--- src/rtl/core/gne_pkg.sv ---
// Gate netlist evaluator package: payload structs, gate opcodes, register indexes.
// No dependencies; imported by every module of the block but gne_ram.
package gne_pkg;

   localparam int SRC_W    = 6;   // width of a node or letter index field
   localparam int COUNT_W  = 7;   // width of node_count and selected_count
   localparam int BITS_W   = 64;  // width of selected_bits and output_mask
   localparam int BIT_SEL_W = 6;  // index into selected_bits
   localparam int VEC_W    = 26;  // width of input_vector
   localparam int LETTER_W = 5;   // index into the zero-extended input vector
   localparam int ENTRY_W  = 15;  // stored gate entry

   typedef enum logic [2:0] {
      OP_INPUT = 3'd0,
      OP_NOT   = 3'd1,
      OP_AND   = 3'd2,
      OP_OR    = 3'd3,
      OP_XOR   = 3'd4,
      OP_NOR   = 3'd5,
      OP_NAND  = 3'd6,
      OP_XNOR  = 3'd7
   } node_op_type;

   localparam logic KIND_LOAD = 1'b0;
   localparam logic KIND_EVAL = 1'b1;

   localparam logic CSR_NODE_COUNT  = 1'b0;
   localparam logic CSR_OUTPUT_MASK = 1'b1;

   typedef struct packed {
      logic              kind;
      logic [SRC_W-1:0]  entry_index;
      node_op_type       node_op;
      logic [SRC_W-1:0]  src_a;
      logic [SRC_W-1:0]  src_b;
      logic [VEC_W-1:0]  input_vector;
   } gne_req_type;

   typedef struct packed {
      logic [BITS_W-1:0]  selected_bits;
      logic [COUNT_W-1:0] selected_count;
      logic               bad_reference;
   } gne_rsp_type;

   typedef struct packed {
      node_op_type      op;
      logic [SRC_W-1:0] src_a;
      logic [SRC_W-1:0] src_b;
   } gate_entry_type;

   // Resolved operands for the shared gate unit.
   typedef struct packed {
      node_op_type op;
      logic        va;
      logic        vb;
      logic        letter;
   } alu_in_type;

endpackage

--- src/rtl/core/gne_ram.sv ---
// Generic single-write, single-read RAM with registered read data.
// No dependencies; used for the gate table and the node value store.
module gne_ram #(
   parameter int WIDTH = 8,
   parameter int DEPTH = 64
) (
   input  logic                     clock,
   input  logic                     wr_en,
   input  logic [$clog2(DEPTH)-1:0] wr_addr,
   input  logic [WIDTH-1:0]         wr_data,
   input  logic                     rd_en,
   input  logic [$clog2(DEPTH)-1:0] rd_addr,
   output logic [WIDTH-1:0]         rd_data
);

   logic [WIDTH-1:0] mem_ff [DEPTH];
   logic [WIDTH-1:0] rd_data_ff;

   always_ff @(posedge clock) begin
      if (wr_en) begin
         mem_ff[wr_addr] <= wr_data;
      end
      if (rd_en) begin
         rd_data_ff <= mem_ff[rd_addr];
      end
   end

   assign rd_data = rd_data_ff;

endmodule

--- src/rtl/core/gne_gate_alu.sv ---
// Shared gate unit: computes one node value from resolved operands.
// Depends on gne_pkg for the opcode enum and operand struct.
module gne_gate_alu
   import gne_pkg::*;
(
   input  alu_in_type operands,
   output logic       value
);

   always_comb begin
      case (operands.op)
         OP_INPUT: value = operands.letter;
         OP_NOT:   value = ~operands.va;
         OP_AND:   value = operands.va & operands.vb;
         OP_OR:    value = operands.va | operands.vb;
         OP_XOR:   value = operands.va ^ operands.vb;
         OP_NOR:   value = ~(operands.va | operands.vb);
         OP_NAND:  value = ~(operands.va & operands.vb);
         OP_XNOR:  value = ~(operands.va ^ operands.vb);
         default:  value = 1'b0;
      endcase
   end

endmodule

--- src/rtl/core/gate_netlist_evaluator.sv ---
// Gate netlist evaluator top level: sequencer, node walk pipeline, result register.
// Depends on gne_pkg, gne_ram and gne_gate_alu.
//
//   channel  dir  handshake               payload
//   req      in   req_valid / req_ready   req_data  (gne_req_type)
//   rsp      out  rsp_valid / rsp_ready   rsp_data  (gne_rsp_type)
//   csr      in   csr_valid / csr_ready   csr_index, csr_wdata
//
// A load transfer writes one gate entry and shows its all-zero result on the
// next cycle. An evaluate transfer walks nodes 0..n-1 (n = node_count capped at
// MAX_NODES) through a three-stage loop (entry fetch, operand fetch, gate unit),
// one node per cycle, and its result shows after the last node passes the gate unit.
// The walk rate is set by the single gate unit and the one write port of the
// node value store. req_ready is high only while idle; a waiting result holds
// until rsp_ready, and the next item is taken the cycle after. Reset returns
// the sequencer to idle and restores node_count = 1 and output_mask = 1.
module gate_netlist_evaluator
   import gne_pkg::*;
#(
   parameter int MAX_NODES  = 64,
   parameter int MAX_INPUTS = 26
) (
   input  logic              clock,
   input  logic              reset,
   input  logic              req_valid,
   output logic              req_ready,
   input  gne_req_type       req_data,
   output logic              rsp_valid,
   input  logic              rsp_ready,
   output gne_rsp_type       rsp_data,
   input  logic              csr_valid,
   output logic              csr_ready,
   input  logic              csr_index,
   input  logic [BITS_W-1:0] csr_wdata
);

   localparam int IDX_W = $clog2(MAX_NODES);
   localparam int CNT_W = $clog2(MAX_NODES + 1);

   typedef enum logic [2:0] {
      S_IDLE = 3'b001,
      S_RUN  = 3'b010,
      S_RESP = 3'b100
   } state_type;

   state_type state_ff, state_in;

   // Configuration registers.
   logic [COUNT_W-1:0]   node_count_ff;
   logic [MAX_NODES-1:0] mask_ff;

   // Walk control.
   logic             fetch_on_ff, fetch_on_in;
   logic [IDX_W-1:0] fetch_idx_ff, fetch_idx_in;
   logic [IDX_W-1:0] last_idx_ff, last_idx_in;
   logic             r_valid_ff;
   logic [IDX_W-1:0] r_idx_ff;
   logic             x_valid_ff;
   logic [IDX_W-1:0] x_idx_ff;
   gate_entry_type   x_entry_ff;
   logic [VEC_W-1:0] vec_ff, vec_in;
   logic             pv_ff;

   // Result accumulation.
   logic [BITS_W-1:0]  bits_ff, bits_in;
   logic [COUNT_W-1:0] count_ff, count_in;
   logic               bad_ff, bad_in;

   logic               req_fire, rsp_fire;
   logic               is_load, is_eval;
   logic [CNT_W-1:0]   n_sat;
   logic               load_ok;
   logic [ENTRY_W-1:0] gate_rd;
   gate_entry_type     r_entry;
   logic               node_a_rd, node_b_rd;
   gate_entry_type     load_entry;

   logic [SRC_W-1:0]   cur_idx, prev_idx;
   logic               a_ok, b_ok, a_fwd, b_fwd, need_b, node_bad;
   logic               letter_ok;
   logic [31:0]        vec_ext;
   alu_in_type         alu_in;
   logic               node_value;
   logic               last_node;

   assign req_ready = (state_ff == S_IDLE);
   assign rsp_valid = (state_ff == S_RESP);
   assign csr_ready = 1'b1;
   assign req_fire  = req_valid & req_ready;
   assign rsp_fire  = rsp_valid & rsp_ready;
   assign is_load   = req_fire & (req_data.kind == KIND_LOAD);
   assign is_eval   = req_fire & (req_data.kind == KIND_EVAL);

   // Cap the walk length at the table depth.
   assign n_sat = (node_count_ff > COUNT_W'(MAX_NODES)) ? CNT_W'(MAX_NODES)
                                                       : node_count_ff[CNT_W-1:0];

   // Drop loads aimed past the table.
   assign load_ok = (COUNT_W'(req_data.entry_index) < COUNT_W'(MAX_NODES));

   assign load_entry.op    = req_data.node_op;
   assign load_entry.src_a = req_data.src_a;
   assign load_entry.src_b = req_data.src_b;

   // ---------------------------------------------------------------------
   // Configuration writes.
   always_ff @(posedge clock) begin
      if (reset) begin
         node_count_ff <= COUNT_W'(1);
         mask_ff       <= MAX_NODES'(1);
      end else if (csr_valid && csr_ready) begin
         case (csr_index)
            CSR_NODE_COUNT:  node_count_ff <= csr_wdata[COUNT_W-1:0];
            CSR_OUTPUT_MASK: mask_ff       <= csr_wdata[MAX_NODES-1:0];
            default:         node_count_ff <= node_count_ff;
         endcase
      end
   end

   // ---------------------------------------------------------------------
   // Gate table: written by load transfers, read one entry per walk cycle.
   gne_ram #(
      .WIDTH (ENTRY_W),
      .DEPTH (MAX_NODES)
   ) u_gate_ram (
      .clock   (clock),
      .wr_en   (is_load & load_ok),
      .wr_addr (req_data.entry_index[IDX_W-1:0]),
      .wr_data (load_entry),
      .rd_en   (fetch_on_ff),
      .rd_addr (fetch_idx_ff),
      .rd_data (gate_rd)
   );

   assign r_entry = gate_entry_type'(gate_rd);

   // Node value store, duplicated so both sources are read in the same cycle.
   gne_ram #(
      .WIDTH (1),
      .DEPTH (MAX_NODES)
   ) u_node_ram_a (
      .clock   (clock),
      .wr_en   (x_valid_ff),
      .wr_addr (x_idx_ff),
      .wr_data (node_value),
      .rd_en   (r_valid_ff),
      .rd_addr (r_entry.src_a[IDX_W-1:0]),
      .rd_data (node_a_rd)
   );

   gne_ram #(
      .WIDTH (1),
      .DEPTH (MAX_NODES)
   ) u_node_ram_b (
      .clock   (clock),
      .wr_en   (x_valid_ff),
      .wr_addr (x_idx_ff),
      .wr_data (node_value),
      .rd_en   (r_valid_ff),
      .rd_addr (r_entry.src_b[IDX_W-1:0]),
      .rd_data (node_b_rd)
   );

   // ---------------------------------------------------------------------
   // Gate stage: resolve sources, then run the shared gate unit.
   // A source must name an earlier node. The node just before this one was
   // written last cycle, after its read was issued, so forward it instead.
   assign cur_idx  = SRC_W'(x_idx_ff);
   assign prev_idx = SRC_W'(x_idx_ff - IDX_W'(1));
   assign a_ok     = (x_entry_ff.src_a < cur_idx);
   assign b_ok     = (x_entry_ff.src_b < cur_idx);
   assign a_fwd    = (x_entry_ff.src_a == prev_idx);
   assign b_fwd    = (x_entry_ff.src_b == prev_idx);
   assign need_b   = (x_entry_ff.op != OP_INPUT) && (x_entry_ff.op != OP_NOT);
   assign node_bad = (x_entry_ff.op != OP_INPUT) && (!a_ok || (need_b && !b_ok));

   // Letters past the input count read zero.
   assign letter_ok = (x_entry_ff.src_a < SRC_W'(MAX_INPUTS));
   assign vec_ext   = 32'(vec_ff);

   assign alu_in.op     = x_entry_ff.op;
   assign alu_in.va     = a_ok & (a_fwd ? pv_ff : node_a_rd);
   assign alu_in.vb     = b_ok & (b_fwd ? pv_ff : node_b_rd);
   assign alu_in.letter = letter_ok & vec_ext[x_entry_ff.src_a[LETTER_W-1:0]];

   gne_gate_alu u_alu (
      .operands (alu_in),
      .value    (node_value)
   );

   assign last_node = x_valid_ff && (x_idx_ff == last_idx_ff);

   // ---------------------------------------------------------------------
   // Sequencer and walk control.
   always_comb begin
      state_in     = state_ff;
      fetch_on_in  = fetch_on_ff;
      fetch_idx_in = fetch_idx_ff;
      last_idx_in  = last_idx_ff;
      vec_in       = vec_ff;
      bits_in      = bits_ff;
      count_in     = count_ff;
      bad_in       = bad_ff;

      case (state_ff)
         S_IDLE: begin
            if (req_fire) begin
               // Clear the result; a load answers with all zeros.
               bits_in  = '0;
               count_in = '0;
               bad_in   = 1'b0;
               vec_in   = req_data.input_vector;
               if (is_eval && (n_sat != '0)) begin
                  state_in     = S_RUN;
                  fetch_on_in  = 1'b1;
                  fetch_idx_in = '0;
                  last_idx_in  = IDX_W'(n_sat - CNT_W'(1));
               end else begin
                  state_in = S_RESP;
               end
            end
         end
         S_RUN: begin
            if (fetch_on_ff) begin
               fetch_idx_in = fetch_idx_ff + IDX_W'(1);
               if (fetch_idx_ff == last_idx_ff) begin
                  fetch_on_in = 1'b0;
               end
            end
            if (x_valid_ff) begin
               bad_in = bad_ff | node_bad;
               if (mask_ff[x_idx_ff]) begin
                  bits_in[count_ff[BIT_SEL_W-1:0]] = node_value;
                  count_in = count_ff + COUNT_W'(1);
               end
            end
            if (last_node) begin
               state_in = S_RESP;
            end
         end
         S_RESP: begin
            if (rsp_fire) begin
               state_in = S_IDLE;
            end
         end
         default: begin
            state_in = S_IDLE;
         end
      endcase
   end

   // Control state.
   always_ff @(posedge clock) begin
      if (reset) begin
         state_ff    <= S_IDLE;
         fetch_on_ff <= 1'b0;
         r_valid_ff  <= 1'b0;
         x_valid_ff  <= 1'b0;
      end else begin
         state_ff    <= state_in;
         fetch_on_ff <= fetch_on_in;
         r_valid_ff  <= fetch_on_ff;
         x_valid_ff  <= r_valid_ff;
      end
   end

   // Payload and walk indexes; all but pv_ff load every cycle.
   always_ff @(posedge clock) begin
      fetch_idx_ff <= fetch_idx_in;
      last_idx_ff  <= last_idx_in;
      vec_ff       <= vec_in;
      r_idx_ff     <= fetch_idx_ff;
      x_idx_ff     <= r_idx_ff;
      x_entry_ff   <= r_entry;
      if (x_valid_ff) begin
         pv_ff <= node_value;
      end
      bits_ff  <= bits_in;
      count_ff <= count_in;
      bad_ff   <= bad_in;
   end

   assign rsp_data.selected_bits  = bits_ff;
   assign rsp_data.selected_count = count_ff;
   assign rsp_data.bad_reference  = bad_ff;

endmodule

--- config.mk ---
export PLATFORM = sky130hd
export DESIGN_NAME = gate_netlist_evaluator
export DESIGN_NICKNAME = d
export VERILOG_FILES = /design/src/rtl/core/gne_pkg.sv /design/src/rtl/core/gne_ram.sv /design/src/rtl/core/gne_gate_alu.sv /design/src/rtl/core/gate_netlist_evaluator.sv
export SDC_FILE = /design/constraint.sdc
export NUM_CORES = 2
export LEC_CHECK = 0
export ABC_AREA = 1
export BUFFER_PORTS_ARGS = -buffer_cell sky130_fd_sc_hd__buf_2
export CAP_MARGIN = 15
export CORE_ASPECT_RATIO = 2
export CORE_UTILIZATION = 61
export CTS_BUF_LIST = sky130_fd_sc_hd__clkbuf_8
export DETAILED_ROUTE_END_ITERATION = 16
export PLACE_DENSITY = 0.79
export SKIP_CTS_REPAIR_TIMING = 1
export SYNTH_ARGS = -nofsm -noshare
export SYNTH_HDL_FRONTEND = slang
export SYNTH_HIERARCHICAL = 1
export SYNTH_SLANG_ARGS = --single-unit
--- constraint.sdc ---
create_clock -name clock -period 10.01 [get_ports clock]
set_clock_uncertainty 0.1 [all_clocks]
set_input_delay 1.001 -clock clock [delete_from_list [all_inputs] [get_ports clock]]
set_output_delay 1.001 -clock clock [all_outputs]
set_load 0.05 [all_outputs]
Yosys cells after proc, flatten, opt, wreduce, memory -nomap -nowiden

Memory sizes are Yosys's and may differ from the RTL's. A register that Yosys moved wholly into a read port is not among the register bits.
Cells that the tools add are included.

Bits in registers: 215
RAM bits: 1,088
Output and inout bits: 75
Memories kept: 3

Memory list:

| memory              | words | bits a word | rd ports | clocked after memory_dff | write ports | RTL line      | RTL |
|---|---|---|---|---|---|---|---|
| u_gate_ram.mem_ff   | 64    | 15          | 1        | 1                        | 1           | gne_ram.sv:16 | `logic [WIDTH-1:0] mem_ff [DEPTH];` |
| u_node_ram_a.mem_ff | 64    | 1           | 1        | 1                        | 1           | gne_ram.sv:16 |  |
| u_node_ram_b.mem_ff | 64    | 1           | 1        | 1                        | 1           | gne_ram.sv:16 |  |

Add/subtract/negate cells: 4
$lt $le $gt $ge: 8
Equality and inequality tests: 22
Multiplexer cells: 40
Bitwise logic cells: 17
Reduce and logical (&&, ||, !) cells: 22

Operators by type and width:

| kind                                                  | number |
|---|---|
| two-way mux 64 bit                                    | 3 |
| one-hot mux 64 bit (2 select lines)                   | 1 |
| bitwise mux 64 bit                                    | 1 |
| two-way mux 7 bit                                     | 4 |
| == test 6 bit                                         | 4 |
| two-way mux 6 bit                                     | 3 |
| == test 3 bit (second input constant)                 | 5 |
| two-way mux 1 bit                                     | 15 |
| < comparator 6 x 7 -> 1 bit (second input constant)   | 2 |
| one-hot mux 7 bit (2 select lines)                    | 1 |
| < comparator 6 bit                                    | 2 |
| two-way mux 3 bit                                     | 4 |
| one-hot mux 6 bit (2 select lines)                    | 1 |
| AND reduction 3 bit                                   | 4 |
| subtractor 6 x 1 -> 6 bit (second input constant)     | 2 |
| == test 3 x 2 -> 1 bit (second input constant)        | 3 |
| one-hot mux 3 bit (3 select lines)                    | 1 |
| bitwise AND 1 bit                                     | 8 |
| != test 2 bit (second input constant)                 | 4 |
| one-hot mux 1 bit (8 select lines)                    | 1 |
| AND reduction 4 bit                                   | 2 |
| adder 7 x 1 -> 7 bit (second input constant)          | 1 |
| greater-than comparator 7 bit (second input constant) | 1 |
| nonzero test 7 bit                                    | 1 |
| other kinds (21)                                      | 39 |

Logic depth before layout (Yosys ltp)

Depth after elaboration: 11
Gate-level depth with buffers: 26
Mapped depth without buffers: 22

Modules after synthesis

The synthesis kept the hierarchy.

By module, submodules not included:

| module                     | instances | cells each | area each (um^2) |
|---|---|---|---|
| gne_ram (u_gate_ram)       | 1         | 3,304      | 39,424.1 |
| gate_netlist_evaluator     | 1         | 1,146      | 9,932.0 |
| gne_ram (u_node_ram_a ...) | 2         | 314        | 3,055.4 |
| gne_gate_alu               | 1         | 24         | 116.4 |

Least setup slack after synthesis

No wires, ideal clock.

Path kind: reg2reg
Start: reg x_idx_ff[0], in the netlist cur_idx[0]
End: reg bits_ff[25], data pin
Arrival time: 5.013 ns
Slack: 4.750 ns
Cell stages (with the launch flop): 24
Buffers on the path: 4
Clock period less this slack: 5.260 ns
Path through: dfxtp_1 buf_2 inv_2 buf_2 ha_1 xnor2_1 nor2_1 nand2_1 nor2_1 nand3_1 nor2_2 nor2_1 nor2_1 inv_1 ha_1 inv_1 nand2_1 nand3_1 nand3_1 nand2_1 clkbuf_1 clkbuf_1 nand3_1 a21oi_1

RTL lines:

| item                     | RTL line                      | RTL |
|---|---|---|
| start: declaration       | gate_netlist_evaluator.sv:59  | `logic [IDX_W-1:0] x_idx_ff;` |
| start signal: assignment | gate_netlist_evaluator.sv:273 | `x_idx_ff <= r_idx_ff;` |
| end signal: assignment   | gate_netlist_evaluator.sv:278 | `bits_ff <= bits_in;` |
| end: declaration         | gate_netlist_evaluator.sv:65  | `logic [BITS_W-1:0] bits_ff, bits_in;` |

==> impl_metrics.csv <==
group,metric,value,unit
floorplan,fp.dieH,429,microns
critical_path,crit_type,"reg2reg",
pwr,p_comb_share,28.8,%
routing,firstDrtPassIters,7,
clock_tree,numCtsBuffers,168,
outcome,outcome,"complete, no violations",
place,gp_congestion,0.947,
clock_tree,root_buffer,"clkbuf_8",
clock_tree,clk_pin_slew,70,ps
place,dp_hpwl,88600,microns
critical_path,slowest_delay,810,ps
routing,vias,39800,
routing,wl,148000,microns
synthesis,synth.distinct_cells,48,
routing,viasPerCell,6.03,
critical_path,crit_required,10580,ps
pwr,cellLeakagePower,22.4,nW
critical_path,end_kind,"register",
pwr,powerDensity,243,nW/um^2
critical_path,crit_path_start_kind,"register",
global_routing,grt_antenna_before_repair,3,
place,dp.cells,6297,
floorplan,chipWidth,215,microns
place,dp_slack,5100,ps
synthesis,syn_inst,5102,
synthesis,ys_ff_latch,1320,
critical_path,cp_max_fo,104,
critical_path,critPathBufInv,5,
routing,dr_wl_met2,77500,microns
clock_tree,max-clock-path-buffers,3,
layout,area_growth,8.95,%
global_routing,grt.overflow.total,0,
layout,fill_cells,6548,
sta,layout_setup_ws,5060,ps
synthesis,synth_top_family_by_area,"simple AND/OR/NAND/NOR gates",
synthesis,synth-edff-count,1216,
global_routing,grt_usage,31.8,%
synthesis,ys.flop_type,"edfxtp_1",
sta,final-max-slew-violation-count,0,
pwr,p_switching,5.44,mW
layout,final_cell_area,60600,sq um
place,postPlaceCellArea,57400,sq um
layout,utilization,67.0,%
pwr,internal-power,9.27,mW
layout,stdcell_count,6603,
pwr,swShare,37.0,%
synthesis,synth_xor_area_share,0.252,%
clock_tree,cts_tree,"built",
critical_path,arrival,5520,ps
synthesis,async_flop_share,0,%
place,io_buffers,191,
sta,fmax,0.202,GHz
synthesis,synth_area,55600,sq um
floorplan,core-area,90400,sq um
synthesis,synth_adder_area_share,0.428,%
routing,met3_length,11500,microns
synthesis,synth-seq-area-share,69.4,%
routing,routedLengthMet1,48000,microns
global_routing,grt_max_degree,194,
routing,ant_nets,0,
sta,tns,0,ps
sta,finalHoldViolCount,0,
global_routing,grt_first_pass_wirelength,220000,microns
routing,wl_per_cell,22.4,microns
pwr,vdd_drop_max,190,uV
synthesis,syn_nets,5239,
floorplan,fp-row-count,156,
worst_hold_path,hp-class,"reg2reg",
sta,period_needed,4950,ps
routing,first_iter_violations,4421,
sta,finalSetupViolCount,0,
floorplan,initial_utilization,61.5,%
clock_tree,insertion_delay,850,ps
clock_tree,cts_sinks,1320,
floorplan,die_area,92400,sq um
routing,drc,0,
synthesis,synth-compound-area-share,2.80,%
critical_path,cp_cell_sequence,"buf_4 > inv_4 > ha_1 > xnor2_1 > nor2_1 > nand2_1 > nor2_1 > nand3_1 > nor2_2 > nor2_1 > nor2_1 > inv_1 > ha_1 > inv_1 > nand2_1 > nand3_1 > nand3_1 > nand2_4 > buf_4 > nand3_1 > a21oi_1",
flow_run,maxCapViolCount,0,
synthesis,muxShareOfSynthArea,0,%
sta,rsz0062_at_grt,"no",
pwr,share_seq_of_total_power,45.4,%
sta,tightest_slew,1170,ps
synthesis,synth-simple-area-share,23.0,%
synthesis,syn_avg_cell_area,10.9,sq um
pwr,p_total,14.7,mW
clock_tree,htree_levels,4,
synthesis,ys_warn_count,6,
layout,finalNetCount,5419,
sta,finalCritPeriodShare,49.5,%
critical_path,crit_slowest_cell,"buf_4",
global_routing,grt_pass1_vias,38500,
pwr,clockPowerShare,25.7,%
layout,drive_gt1_share,10.7,%
critical_path,crit_family,"simple AND/OR/NAND/NOR gates",
sta,slew_headroom,22.1,%
floorplan,ioPinCount,193,
sta,worst_hold_slack,221,ps
routing,top_layer_used,"met5",
[area by class of cell]
cell class | instances | area, sq um | share of cell area, %
antenna | 3 | 7.51 | 0.0124
clock buffer | 170 | 2340 | 3.86
clock inverter | 133 | 841 | 1.39
inverter | 163 | 644 | 1.06
multi-input combinational | 3325 | 14800 | 24.5
sequential | 1320 | 38600 | 63.7
tap | 1185 | 1480 | 2.45
timing repair buffer | 304 | 1830 | 3.02
[sequential cells by signal, summed over array words and instances, names as in the netlist]
register	count
alu_in	3
bad_ff	1
bits_ff	64
count_ff	7
cur_idx	6
fetch_idx_ff	6
fetch_on_ff	1
last_idx_ff	6
mask_ff	64
node_count_ff	7
pv_ff	1
r_idx_ff	6
r_valid_ff	1
state_ff	3
u_gate_ram/mem_ff	960
u_gate_ram/rd_data	15
u_node_ram_a/mem_ff	64
u_node_ram_a/rd_data	1
u_node_ram_b/mem_ff	64
u_node_ram_b/rd_data	1
vec_ff	26
x_entry_ff	12
x_valid_ff	1
[cells in the mapped netlist, types with 14 or more instances]
master    number  area share (%)
nand3_1     1063             9.6
nand4_1       25            0.28
nand2_1     1513              10
buf_2        146             1.3
nor4_1        18            0.20
o21ai_0      161             1.4
ha_1          19            0.43
dfxtp_1      104             3.7
inv_1        145            0.98
buf_6         29            0.59
a21oi_1      111             1.0
clkbuf_1      70            0.47
nor3_1        14            0.13
buf_4         23            0.31
nor2_1       327             2.2
buf_1         23            0.16
edfxtp_1    1216              66
[power groups by stage]
stage | combinational (mW) | clock, mW | sequential, mW
CTS | 4.14 | 3.83 | 6.68
detailed placement | 4.13 | 0 | 6.79
floorplan | 2.61 | 0 | 7.04
global route | 4.55 | 4.05 | 6.70
global placement | 4.05 | 0 | 6.79
finish | 4.24 | 3.79 | 6.68
[cell families (layout without fill, tap and decap cells)]
logic type | count (synthesis) | count (layout)
adders and majority gates | 19 | 19
xor gates and xnor gates | 16 | 16
DFF | 1320 | 1320
and+or+nand+nor | 2990 | 2990
other | 1 | 4
buffers and inverters | 457 | 770
AOI/OAI and AO/OA | 299 | 299
[path summary, 6_finish.rpt]
check | from | endpoint | depth (start not counted) | slack, ps
setup reg to reg | cur_idx[1] | bits_ff[16] | 21 | 5060
hold / removal | r_idx_ff[1] | cur_idx[1] | 0 | 220
setup / recovery | cur_idx[1] | bits_ff[16] | 21 | 5060
hold reg to reg | r_idx_ff[1] | cur_idx[1] | 0 | 220
[per-layer routing]
metal,global-route usage [%],vias up
met5,0,-
met4,22.6,2
met3,4.57,527
met2,56.9,2220
met1,34.2,19000
li1,-,18100
[layout by cell type (no fill, tap or decap), types with 6 or more instances in the layout]
cell and n:
nand2_1 1511, edfxtp_1 1216, nand3_1 1062, nor2_1 325, inv_1 195, buf_2 191, clkbuf_8 170, o21ai_0 161
a21oi_1 111, buf_4 111, dfxtp_1 103, clkinv_1 38, nand4_1 25, clkinv_2 21, ha_1 19, nor3_1 14
nor2_2 13, inv_2 11, nor4_1 10, xor2_1 10, inv_6 9, bufinv_16 9, o211ai_1 8, nor4_2 8
clkinvlp_4 7, xnor2_1 6, nand2_2 6
Note: power is estimated with default switching activity, not from simulation.
